==> config.mk <==
export PLATFORM = sky130hd
export DESIGN_NAME = avcc_to_annexb_nal_converter
export DESIGN_NICKNAME = d
export VERILOG_FILES = /design/src/rtl/core/anac_pkg.sv /design/src/rtl/core/avcc_to_annexb_nal_converter.sv /design/src/rtl/core/anac_ram.sv /design/src/rtl/core/anac_front.sv /design/src/rtl/core/anac_queue.sv /design/src/rtl/core/anac_back.sv
export SDC_FILE = /design/constraint.sdc
export NUM_CORES = 2
export LEC_CHECK = 0
export BUFFER_PORTS_ARGS = -buffer_cell sky130_fd_sc_hd__clkbuf_2
export CAP_MARGIN = 20
export CORE_MARGIN = 4
export CORE_UTILIZATION = 40
export DETAILED_ROUTE_END_ITERATION = 16
export PLACE_DENSITY = 0.54
export SETUP_SLACK_MARGIN = 0.15
export SYNTH_ARGS = -nofsm -noshare
export SYNTH_HDL_FRONTEND = slang
export SYNTH_SLANG_ARGS = --single-unit
==> constraint.sdc <==
create_clock -name clk_i -period 19 [get_ports clk_i]
set_input_delay 1.9 -clock clk_i [delete_from_list [all_inputs] [get_ports clk_i]]
set_output_delay 1.9 -clock clk_i [all_outputs]
set_load 0.02 [all_outputs]
==> src/rtl/core/anac_pkg.sv <==
package anac_pkg;

  localparam int unsigned MaxParamBytesDefault = 64;
  localparam int unsigned MsgSizeBitsDefault   = 24;

  localparam logic [4:0] NalTypeMask = 5'h1F;
  localparam logic [7:0] ScZero      = 8'h00;
  localparam logic [7:0] ScOne       = 8'h01;

  localparam logic [4:0] NT_NON_IDR = 5'd1;
  localparam logic [4:0] NT_IDR     = 5'd5;
  localparam logic [4:0] NT_SPS     = 5'd7;
  localparam logic [4:0] NT_PPS     = 5'd8;

  localparam logic [1:0] PH_LEN  = 2'd0;
  localparam logic [1:0] PH_BODY = 2'd1;
  localparam logic [1:0] PH_STOP = 2'd2;

  localparam logic [1:0] KIND_FRAME  = 2'd0;
  localparam logic [1:0] KIND_SPS    = 2'd1;
  localparam logic [1:0] KIND_PPS    = 2'd2;
  localparam logic [1:0] KIND_MARKER = 2'd3;

  localparam int unsigned JobSlots = 7;

  typedef struct packed {
    logic       mpre;
    logic       sc;
    logic       body;
    logic [1:0] kind;
    logic [7:0] data;
    logic       first;
    logic       last;
    logic       changed;
    logic       mpost;
  } job_t;

  function automatic logic is_frame(input logic [4:0] t);
    return (t == NT_NON_IDR) || (t == NT_IDR);
  endfunction

  function automatic logic is_param(input logic [4:0] t);
    return (t == NT_SPS) || (t == NT_PPS);
  endfunction

endpackage

==> src/rtl/core/avcc_to_annexb_nal_converter.sv <==
// Path: an accepted byte is registered in the parser, queued, then registered at the output.
// Throughput: one byte per cycle while the queue has room; the result unit sends one result
// per cycle unless the output stalls, so a frame's first body byte becomes a start code, the
// byte and any due marker; the two-entry queue between parser and result unit absorbs bursts.
// Reset is asynchronous and active low; the parameter stores hold no data after reset.
module avcc_to_annexb_nal_converter import anac_pkg::*; #(
  parameter int unsigned MaxParamBytes = MaxParamBytesDefault,
  parameter int unsigned MsgSizeBits   = MsgSizeBitsDefault
) (
  input  logic                   clk_i,
  input  logic                   rst_ni,
  input  logic                   in_valid_i,
  output logic                   in_stall_o,
  input  logic [7:0]             in_byte_i,
  input  logic                   msg_last_i,
  input  logic [MsgSizeBits-1:0] msg_size_i,
  output logic                   out_valid_o,
  input  logic                   out_stall_i,
  output logic [1:0]             kind_o,
  output logic [7:0]             out_byte_o,
  output logic                   nal_first_o,
  output logic                   nal_last_o,
  output logic                   param_changed_o,
  output logic                   run_last_o
);

  logic push, full, pop, empty;
  job_t job, head;

  anac_front #(.MaxParamBytes(MaxParamBytes), .MsgSizeBits(MsgSizeBits)) u_front (
    .clk_i        (clk_i),
    .rst_ni       (rst_ni),
    .in_valid_i   (in_valid_i),
    .in_stall_o   (in_stall_o),
    .in_byte_i    (in_byte_i),
    .msg_last_i   (msg_last_i),
    .msg_size_i   (msg_size_i),
    .queue_full_i (full),
    .push_o       (push),
    .job_o        (job)
  );

  anac_queue u_queue (
    .clk_i   (clk_i),
    .rst_ni  (rst_ni),
    .push_i  (push),
    .job_i   (job),
    .full_o  (full),
    .pop_i   (pop),
    .empty_o (empty),
    .head_o  (head)
  );

  anac_back u_back (
    .clk_i           (clk_i),
    .rst_ni          (rst_ni),
    .empty_i         (empty),
    .head_i          (head),
    .pop_o           (pop),
    .out_valid_o     (out_valid_o),
    .out_stall_i     (out_stall_i),
    .kind_o          (kind_o),
    .out_byte_o      (out_byte_o),
    .nal_first_o     (nal_first_o),
    .nal_last_o      (nal_last_o),
    .param_changed_o (param_changed_o),
    .run_last_o      (run_last_o)
  );

endmodule

==> src/rtl/core/anac_ram.sv <==
module anac_ram #(
  parameter int unsigned Width = 8,
  parameter int unsigned Depth = 64
) (
  input  logic                     clk_i,
  input  logic                     we_i,
  input  logic [$clog2(Depth)-1:0] waddr_i,
  input  logic [Width-1:0]         wdata_i,
  input  logic                     re_i,
  input  logic [$clog2(Depth)-1:0] raddr_i,
  output logic [Width-1:0]         rdata_o
);

  logic [Width-1:0] mem_q [Depth];
  logic [Width-1:0] rdata_q;

  always_ff @(posedge clk_i) begin
    if (we_i) begin
      mem_q[waddr_i] <= wdata_i;
    end
    if (re_i) begin
      rdata_q <= mem_q[raddr_i];
    end
  end

  assign rdata_o = rdata_q;

endmodule

==> src/rtl/core/anac_front.sv <==
module anac_front import anac_pkg::*; #(
  parameter int unsigned MaxParamBytes = MaxParamBytesDefault,
  parameter int unsigned MsgSizeBits   = MsgSizeBitsDefault
) (
  input  logic                   clk_i,
  input  logic                   rst_ni,
  input  logic                   in_valid_i,
  output logic                   in_stall_o,
  input  logic [7:0]             in_byte_i,
  input  logic                   msg_last_i,
  input  logic [MsgSizeBits-1:0] msg_size_i,
  input  logic                   queue_full_i,
  output logic                   push_o,
  output job_t                   job_o
);

  localparam int unsigned AW = $clog2(MaxParamBytes);
  localparam int unsigned LW = $clog2(MaxParamBytes + 1);
  localparam int unsigned CW = 34;

  typedef struct packed {
    logic          body;
    logic          first;
    logic          lastb;
    logic          frame;
    logic          param;
    logic          sps;
    logic          fits;
    logic          idx_small;
    logic [AW-1:0] addr;
    logic [31:0]   nal;
    logic [7:0]    data;
    logic          last;
    logic          lastclr;
  } s1_t;

  logic [1:0]             phase_q, phase_d;
  logic [1:0]             lbc_q, lbc_d;
  logic [31:0]            nal_q, nal_d;
  logic [MsgSizeBits-1:0] off_q, off_d;
  logic [31:0]            rem_q, rem_d;
  logic [4:0]             type_q, type_d;

  logic        accept;
  logic        take;
  logic        s1_v_q;
  s1_t         s1_q, s1_d;
  logic [31:0] nal_sh;
  logic [31:0] idx;
  logic        sps_we, pps_we;
  logic [7:0]  sps_rd, pps_rd;

  logic [LW-1:0] sps_len_q, sps_len_d, pps_len_q, pps_len_d;
  logic          cmp_q, cmp_d, dirty_q, dirty_d, mdone_q, mdone_d;

  assign in_stall_o = s1_v_q && queue_full_i;
  assign accept     = in_valid_i && !in_stall_o;
  assign take       = s1_v_q && !queue_full_i;
  assign nal_sh     = {nal_q[23:0], in_byte_i};
  assign idx        = nal_q - rem_q;

  always_comb begin
    phase_d = phase_q;
    lbc_d   = lbc_q;
    nal_d   = nal_q;
    off_d   = off_q;
    rem_d   = rem_q;
    type_d  = type_q;
    s1_d    = '0;
    s1_d.data      = in_byte_i;
    s1_d.last      = msg_last_i;
    s1_d.nal       = nal_q;
    s1_d.addr      = idx[AW-1:0];
    s1_d.idx_small = idx < 32'(MaxParamBytes);
    s1_d.fits      = nal_q <= 32'(MaxParamBytes);
    s1_d.first     = idx == 32'd0;
    s1_d.lastb     = rem_q == 32'd1;
    unique case (phase_q)
      PH_LEN: begin
        if (lbc_q == 2'd0 &&
            (CW'(off_q) + CW'(4)) > CW'(msg_size_i)) begin
          phase_d = PH_STOP;
        end else begin
          nal_d = nal_sh;
          if (lbc_q == 2'd3) begin
            lbc_d = 2'd0;
            if (nal_sh == 32'd0 ||
                (CW'(off_q) + CW'(1) + CW'(nal_sh)) > CW'(msg_size_i)) begin
              phase_d = PH_STOP;
            end else begin
              phase_d = PH_BODY;
              rem_d   = nal_sh;
            end
          end else begin
            lbc_d = lbc_q + 2'd1;
          end
        end
      end
      PH_BODY: begin
        s1_d.body = 1'b1;
        if (s1_d.first) begin
          type_d = in_byte_i[4:0] & NalTypeMask;
        end
        rem_d = rem_q - 32'd1;
        if (rem_d == 32'd0) begin
          phase_d = PH_LEN;
        end
      end
      default: begin
      end
    endcase
    s1_d.frame = is_frame(type_d);
    s1_d.param = is_param(type_d);
    s1_d.sps   = type_d == NT_SPS;
    if (off_q != '1) begin
      off_d = off_q + MsgSizeBits'(1);
    end
    if (msg_last_i) begin
      s1_d.lastclr = (phase_d == PH_BODY) && is_param(type_d) &&
                     (nal_d <= 32'(MaxParamBytes));
      phase_d = PH_LEN;
      lbc_d   = 2'd0;
      nal_d   = 32'd0;
      rem_d   = 32'd0;
      off_d   = '0;
      type_d  = 5'd0;
    end
  end

  assign sps_we = accept && s1_d.body && s1_d.param && s1_d.fits && s1_d.idx_small &&
                  s1_d.sps;
  assign pps_we = accept && s1_d.body && s1_d.param && s1_d.fits && s1_d.idx_small &&
                  !s1_d.sps;

  anac_ram #(.Width(8), .Depth(MaxParamBytes)) u_sps_ram (
    .clk_i   (clk_i),
    .we_i    (sps_we),
    .waddr_i (s1_d.addr),
    .wdata_i (in_byte_i),
    .re_i    (accept),
    .raddr_i (s1_d.addr),
    .rdata_o (sps_rd)
  );

  anac_ram #(.Width(8), .Depth(MaxParamBytes)) u_pps_ram (
    .clk_i   (clk_i),
    .we_i    (pps_we),
    .waddr_i (s1_d.addr),
    .wdata_i (in_byte_i),
    .re_i    (accept),
    .raddr_i (s1_d.addr),
    .rdata_o (pps_rd)
  );

  always_comb begin
    logic [LW-1:0] sl;
    logic [7:0]    rd;
    logic          held;
    sl        = s1_q.sps ? sps_len_q : pps_len_q;
    rd        = s1_q.sps ? sps_rd : pps_rd;
    held      = (sps_len_q != '0) && (pps_len_q != '0);
    sps_len_d = sps_len_q;
    pps_len_d = pps_len_q;
    cmp_d     = cmp_q;
    dirty_d   = dirty_q;
    mdone_d   = mdone_q;
    job_o     = '0;
    job_o.data = s1_q.data;
    if (s1_q.body && s1_q.first && s1_q.frame) begin
      job_o.sc = 1'b1;
      if (!mdone_q) begin
        mdone_d = 1'b1;
        if (dirty_q && held) begin
          job_o.mpre = 1'b1;
          dirty_d    = 1'b0;
        end
      end
    end
    if (s1_q.body && s1_q.frame) begin
      job_o.body = 1'b1;
      job_o.kind = KIND_FRAME;
      job_o.last = s1_q.lastb;
    end else if (s1_q.body && s1_q.param) begin
      if (s1_q.first) begin
        cmp_d = 32'(sl) != s1_q.nal;
      end
      if (s1_q.idx_small && (LW'(s1_q.addr) < sl) && (rd != s1_q.data)) begin
        cmp_d = 1'b1;
      end
      job_o.body    = 1'b1;
      job_o.kind    = s1_q.sps ? KIND_SPS : KIND_PPS;
      job_o.first   = s1_q.first;
      job_o.last    = s1_q.lastb;
      job_o.changed = s1_q.lastb && s1_q.fits && cmp_d;
      if (job_o.changed) begin
        dirty_d = 1'b1;
        if (s1_q.sps) begin
          sps_len_d = s1_q.nal[LW-1:0];
        end else begin
          pps_len_d = s1_q.nal[LW-1:0];
        end
      end
    end
    if (s1_q.last) begin
      if (s1_q.lastclr) begin
        if (s1_q.sps) begin
          sps_len_d = '0;
        end else begin
          pps_len_d = '0;
        end
      end
      if (dirty_d && (sps_len_d != '0) && (pps_len_d != '0)) begin
        job_o.mpost = 1'b1;
        dirty_d     = 1'b0;
      end
      cmp_d   = 1'b0;
      mdone_d = 1'b0;
    end
  end

  assign push_o = take && (job_o.mpre || job_o.sc || job_o.body || job_o.mpost);

  always_ff @(posedge clk_i or negedge rst_ni) begin
    if (!rst_ni) begin
      phase_q   <= PH_LEN;
      lbc_q     <= 2'd0;
      nal_q     <= 32'd0;
      off_q     <= '0;
      rem_q     <= 32'd0;
      type_q    <= 5'd0;
      s1_v_q    <= 1'b0;
      sps_len_q <= '0;
      pps_len_q <= '0;
      cmp_q     <= 1'b0;
      dirty_q   <= 1'b0;
      mdone_q   <= 1'b0;
    end else begin
      if (accept) begin
        phase_q <= phase_d;
        lbc_q   <= lbc_d;
        nal_q   <= nal_d;
        off_q   <= off_d;
        rem_q   <= rem_d;
        type_q  <= type_d;
      end
      s1_v_q <= accept || (s1_v_q && !take);
      if (take) begin
        sps_len_q <= sps_len_d;
        pps_len_q <= pps_len_d;
        cmp_q     <= cmp_d;
        dirty_q   <= dirty_d;
        mdone_q   <= mdone_d;
      end
    end
  end

  always_ff @(posedge clk_i) begin
    if (accept) begin
      s1_q <= s1_d;
    end
  end

endmodule

==> src/rtl/core/anac_queue.sv <==
module anac_queue import anac_pkg::*; (
  input  logic clk_i,
  input  logic rst_ni,
  input  logic push_i,
  input  job_t job_i,
  output logic full_o,
  input  logic pop_i,
  output logic empty_o,
  output job_t head_o
);

  job_t       mem_q [2];
  logic       wptr_q, rptr_q;
  logic [1:0] cnt_q;

  assign full_o  = cnt_q == 2'd2;
  assign empty_o = cnt_q == 2'd0;
  assign head_o  = mem_q[rptr_q];

  always_ff @(posedge clk_i or negedge rst_ni) begin
    if (!rst_ni) begin
      wptr_q <= 1'b0;
      rptr_q <= 1'b0;
      cnt_q  <= 2'd0;
    end else begin
      if (push_i) begin
        wptr_q <= !wptr_q;
      end
      if (pop_i) begin
        rptr_q <= !rptr_q;
      end
      if (push_i && !pop_i) begin
        cnt_q <= cnt_q + 2'd1;
      end else if (pop_i && !push_i) begin
        cnt_q <= cnt_q - 2'd1;
      end
    end
  end

  always_ff @(posedge clk_i) begin
    if (push_i) begin
      mem_q[wptr_q] <= job_i;
    end
  end

endmodule

==> src/rtl/core/anac_back.sv <==
module anac_back import anac_pkg::*; (
  input  logic       clk_i,
  input  logic       rst_ni,
  input  logic       empty_i,
  input  job_t       head_i,
  output logic       pop_o,
  output logic       out_valid_o,
  input  logic       out_stall_i,
  output logic [1:0] kind_o,
  output logic [7:0] out_byte_o,
  output logic       nal_first_o,
  output logic       nal_last_o,
  output logic       param_changed_o,
  output logic       run_last_o
);

  logic [JobSlots-1:0] cur_mask_q, cur_mask_d, src_mask, onehot, rest, head_mask;
  job_t                cur_job_q, src_job;
  logic                free, emit;
  logic                out_v_q;
  logic [1:0]          kind_d;
  logic [7:0]          byte_d;
  logic                first_d, last_d, changed_d;

  assign head_mask = {head_i.mpost, head_i.body, {4{head_i.sc}}, head_i.mpre};
  assign src_mask  = (cur_mask_q != '0) ? cur_mask_q :
                     (empty_i ? '0 : head_mask);
  assign src_job   = (cur_mask_q != '0) ? cur_job_q : head_i;
  assign onehot    = src_mask & (~src_mask + JobSlots'(1));
  assign rest      = src_mask & ~onehot;
  assign free      = !out_v_q || !out_stall_i;
  assign emit      = free && (src_mask != '0);
  assign pop_o     = emit && (cur_mask_q == '0);
  assign cur_mask_d = emit ? rest : cur_mask_q;

  always_comb begin
    kind_d    = KIND_MARKER;
    byte_d    = 8'h00;
    first_d   = 1'b0;
    last_d    = 1'b0;
    changed_d = 1'b0;
    if (onehot[5]) begin
      kind_d    = src_job.kind;
      byte_d    = src_job.data;
      first_d   = src_job.first;
      last_d    = src_job.last;
      changed_d = src_job.changed;
    end else if (onehot[4:1] != 4'd0) begin
      kind_d  = KIND_FRAME;
      byte_d  = onehot[4] ? ScOne : ScZero;
      first_d = onehot[1];
    end
  end

  always_ff @(posedge clk_i or negedge rst_ni) begin
    if (!rst_ni) begin
      cur_mask_q <= '0;
      out_v_q    <= 1'b0;
    end else begin
      cur_mask_q <= cur_mask_d;
      if (free) begin
        out_v_q <= emit;
      end
    end
  end

  always_ff @(posedge clk_i) begin
    if (pop_o) begin
      cur_job_q <= head_i;
    end
    if (emit) begin
      kind_o          <= kind_d;
      out_byte_o      <= byte_d;
      nal_first_o     <= first_d;
      nal_last_o      <= last_d;
      param_changed_o <= changed_d;
      run_last_o      <= rest == '0;
    end
  end

  assign out_valid_o = out_v_q;

endmodule

==> qor.csv <==
metric,value,unit
worst-margin pin slew,1.15,ns
WL final,171000,um
global placement routability congestion,0.865,
TritonCTS Buffers,139,
CTS Hold Bufs,0,
global-route usage over all layers,23.0,%
Resize count post-CTS,0,
Setup crit end kind,flop,
Syn Std Cell Area,55600,sq um
Mapped Avg Cell Area,13.9,sq um
crit path DAT,8.98,ns
Period minus WS final,8.37,ns
Boundary Pins,53,
final hold viol count,0,
via count,37087,
share of layout cells above drive strength 1,14.3,%
final setup skew,0.0363,ns
"worst slack, placed",10.02,ns
CTS Buffer Depth,3,
max_slew headroom,23.4,%
core area,138000,sq um
clock root cell,clkbuf_16,
Max-Cap Viols,0,
worst skew pair latency,0.78,ns
detailed-route DRC error count,0,
Slew Limit Fails,0,
# setup viols final,0,
die extent in y,381,um
hold path depth,1,
worst-path fanout max,23,
"commonest non-fill, non-tap cell in the layout",edfxtp_1,
vias per inst,6.15,
DRT iter0 DRCs,3885,
storage element area,37900,sq um
worst endpoint required time,19.61,ns
status,"finished, final reports clean",
setup bufs post-CTS,0,
synth warn,0,
pin count of the biggest net entering global routing,110,
Final WS setup,10.63,ns
RR Endpoint,u_front.rem_q[31]$_DFFE_PN0P_,
global-route wire length before repair,250000,um
Pre-antenna DRT Iters,6,
Cells after Synth,4011,
crit path kind,reg -> reg,
Yosys cell types,87,
DRT antenna net count,0,
Crit Reg-Reg Startpoint,u_front.off_q[2]$_DFFE_PN0P_,
CP max-delay cell,or2_1,
Async SR Flop Fraction,9.82,%
reg2reg setup slack,10.63,ns
IO buf count,52,
CP peak stage delay,0.86,ns
"Top FF cell, synth",edfxtp_1,
"CTS clk-pin slew, worst paths",0.06,ns
number of global-route vias before repair,35818,
H-tree levels,4,
Syn-to-layout area delta,14.5,%
HPWL Detailed,105000,um
worst min-delay path endpoint,u_queue.wptr_q$_DFFE_PN0P_,
site row count,136,
most used cell along the critical path,and3_1,
Startpoint Class,flop,
die area,145000,sq um
setup TNS,0,ns
"Period Utilization, post-route",44.0,%
clk sinks,1283,
number of flops mapped to enable cells by yosys,1157,
RSZ-0062 raised after global routing,false,
initial core utilization,40.3,%
TritonCTS clock tree,done,
post-synthesis sequential area ratio,68.2,%
WL/cell,28.3,um
number of synthesized register bits,1283,
multi-input logic area,16900,sq um
Hold Path Class,reg -> reg,
FILL cells,12164,
Die Wd,381,um
nets@finish,4283,
Synthesized Nets,4169,
most frequent cells in the layout,"edfxtp_1, a22oi_1, nand2_1",
GRT overflow,0,
antenna violations before repair,0,
FMAX,119,MHz
reg2reg path depth,27,
Hold Crit Start,u_queue.wptr_q$_DFFE_PN0P_,
[cell families (layout without fill, tap and decap cells)]
group / Yosys count / after routing / share of synthesized area, %
AND/OR/NAND/NOR: 909 / 909 / 8.69
adder cells (fa/ha/maj): 122 / 122 / 2.77
AO/OA/AOI/OAI: 1159 / 1159 / 15.0
XOR/XNOR: 109 / 109 / 1.72
other: 0 / 2 / 0
multiplexers: 47 / 47 / 0.889
buffers and inverters: 382 / 602 / 2.78
flip-flops: 1283 / 1283 / 68.2
[flip-flops by register name (all words and copies together) (netlist names), 6 cells and up]
signal                     cells
u_queue.mem_q                 34
u_front.pps_len_q              7
u_front.sps_len_q              7
u_front.job_o                  8
u_front.u_sps_ram.rdata_o      8
u_front.s1_q                  48
u_front.u_pps_ram.rdata_o      8
u_front.nal_q                 32
u_front.u_pps_ram.mem_q      512
u_front.off_q                 24
u_back.cur_job_q              13
u_front.rem_q                 32
u_back.cur_mask_q              6
u_back.out_byte_o              8
u_front.u_sps_ram.mem_q      512
[cell type report]
cell class,count,area share (%)
Inverter,105,0.623
Clock inverter,72,1.19
Multi-Input combinational cell,2346,26.5
Antenna cell,2,0.00786
Sequential cell,1283,59.5
Tap cell,1794,3.52
Clock buffer,175,5.67
Timing Repair Buffer,250,2.95
[worst max path at each step]
stage | startpoint | endpoint | slack (ns)
after floorplan | in_byte_i[0] | u_front.rem_q[29]$_DFFE_PN0P_ | 11.90
after global placement | in_byte_i[0] | u_front.rem_q[6]$_DFFE_PN0P_ | 10.08
after detailed placement | in_byte_i[0] | u_front.rem_q[15]$_DFFE_PN0P_ | 10.02
after CTS | u_front.off_q[2]$_DFFE_PN0P_ | u_front.rem_q[31]$_DFFE_PN0P_ | 10.68
after global routing | u_front.off_q[2]$_DFFE_PN0P_ | u_front.rem_q[30]$_DFFE_PN0P_ | 10.03
final | u_front.off_q[2]$_DFFE_PN0P_ | u_front.rem_q[31]$_DFFE_PN0P_ | 10.63
[layer usage]
metal / GRT usage, % / vias up / routed length (um)
met2: 35.5 / 1337 / 78000
met4: 6.20 / 0 / 4080
met5: 0 / - / 0
met3: 3.22 / 239 / 10400
met1: 34.1 / 19097 / 78100
li1: - / 16414 / -
[worst max-delay path: cells and delay by family, from the launching register on]
kind | cells | cell delay, ns
xor gates and xnor gates | 2 | 0.33
DFF | 1 | 0.43
adders and majority gates | 3 | 0.90
and+or+nand+nor | 18 | 5.64
AOI/OAI and AO/OA | 4 | 0.88
[cell usage after synthesis (31+ instances only)]
master / n / area (sq um)
nor3_1: 74 / 370
dfrtp_1: 126 / 3150
nor2_1: 143 / 537
a22oi_1: 365 / 2740
a21o_1: 31 / 233
nand4_1: 102 / 638
xnor2_1: 78 / 683
ha_1: 119 / 1490
nand2_1: 208 / 781
o21ai_0: 135 / 676
nor4_1: 149 / 932
a31oi_1: 86 / 538
buf_1: 44 / 165
nand3_1: 78 / 390
edfxtp_1: 1157 / 34700
clkbuf_1: 214 / 803
a22o_1: 108 / 946
a21oi_1: 145 / 726
a221oi_1: 100 / 876
xor2_1: 31 / 272
o221ai_1: 32 / 280
inv_1: 102 / 383
[stage by stage]
stage / cell area (sq um) / instances / hold WS (ns) / utilization [%]
after floorplan: 55600 / 4011 / 0.449 / -
after global placement: 58900 / 5735 / 0.472 / 42.8
after detailed placement: 59200 / 5763 / 0.477 / 42.9
after CTS: 63600 / 6010 / 0.486 / 46.1
after global routing: 63700 / 6025 / 0.507 / 46.2
final: 63700 / 6027 / 0.485 / 46.2
Power is not shown: default switching activity piles up to over one toggle a cycle in this logic, so the estimate is an artifact.
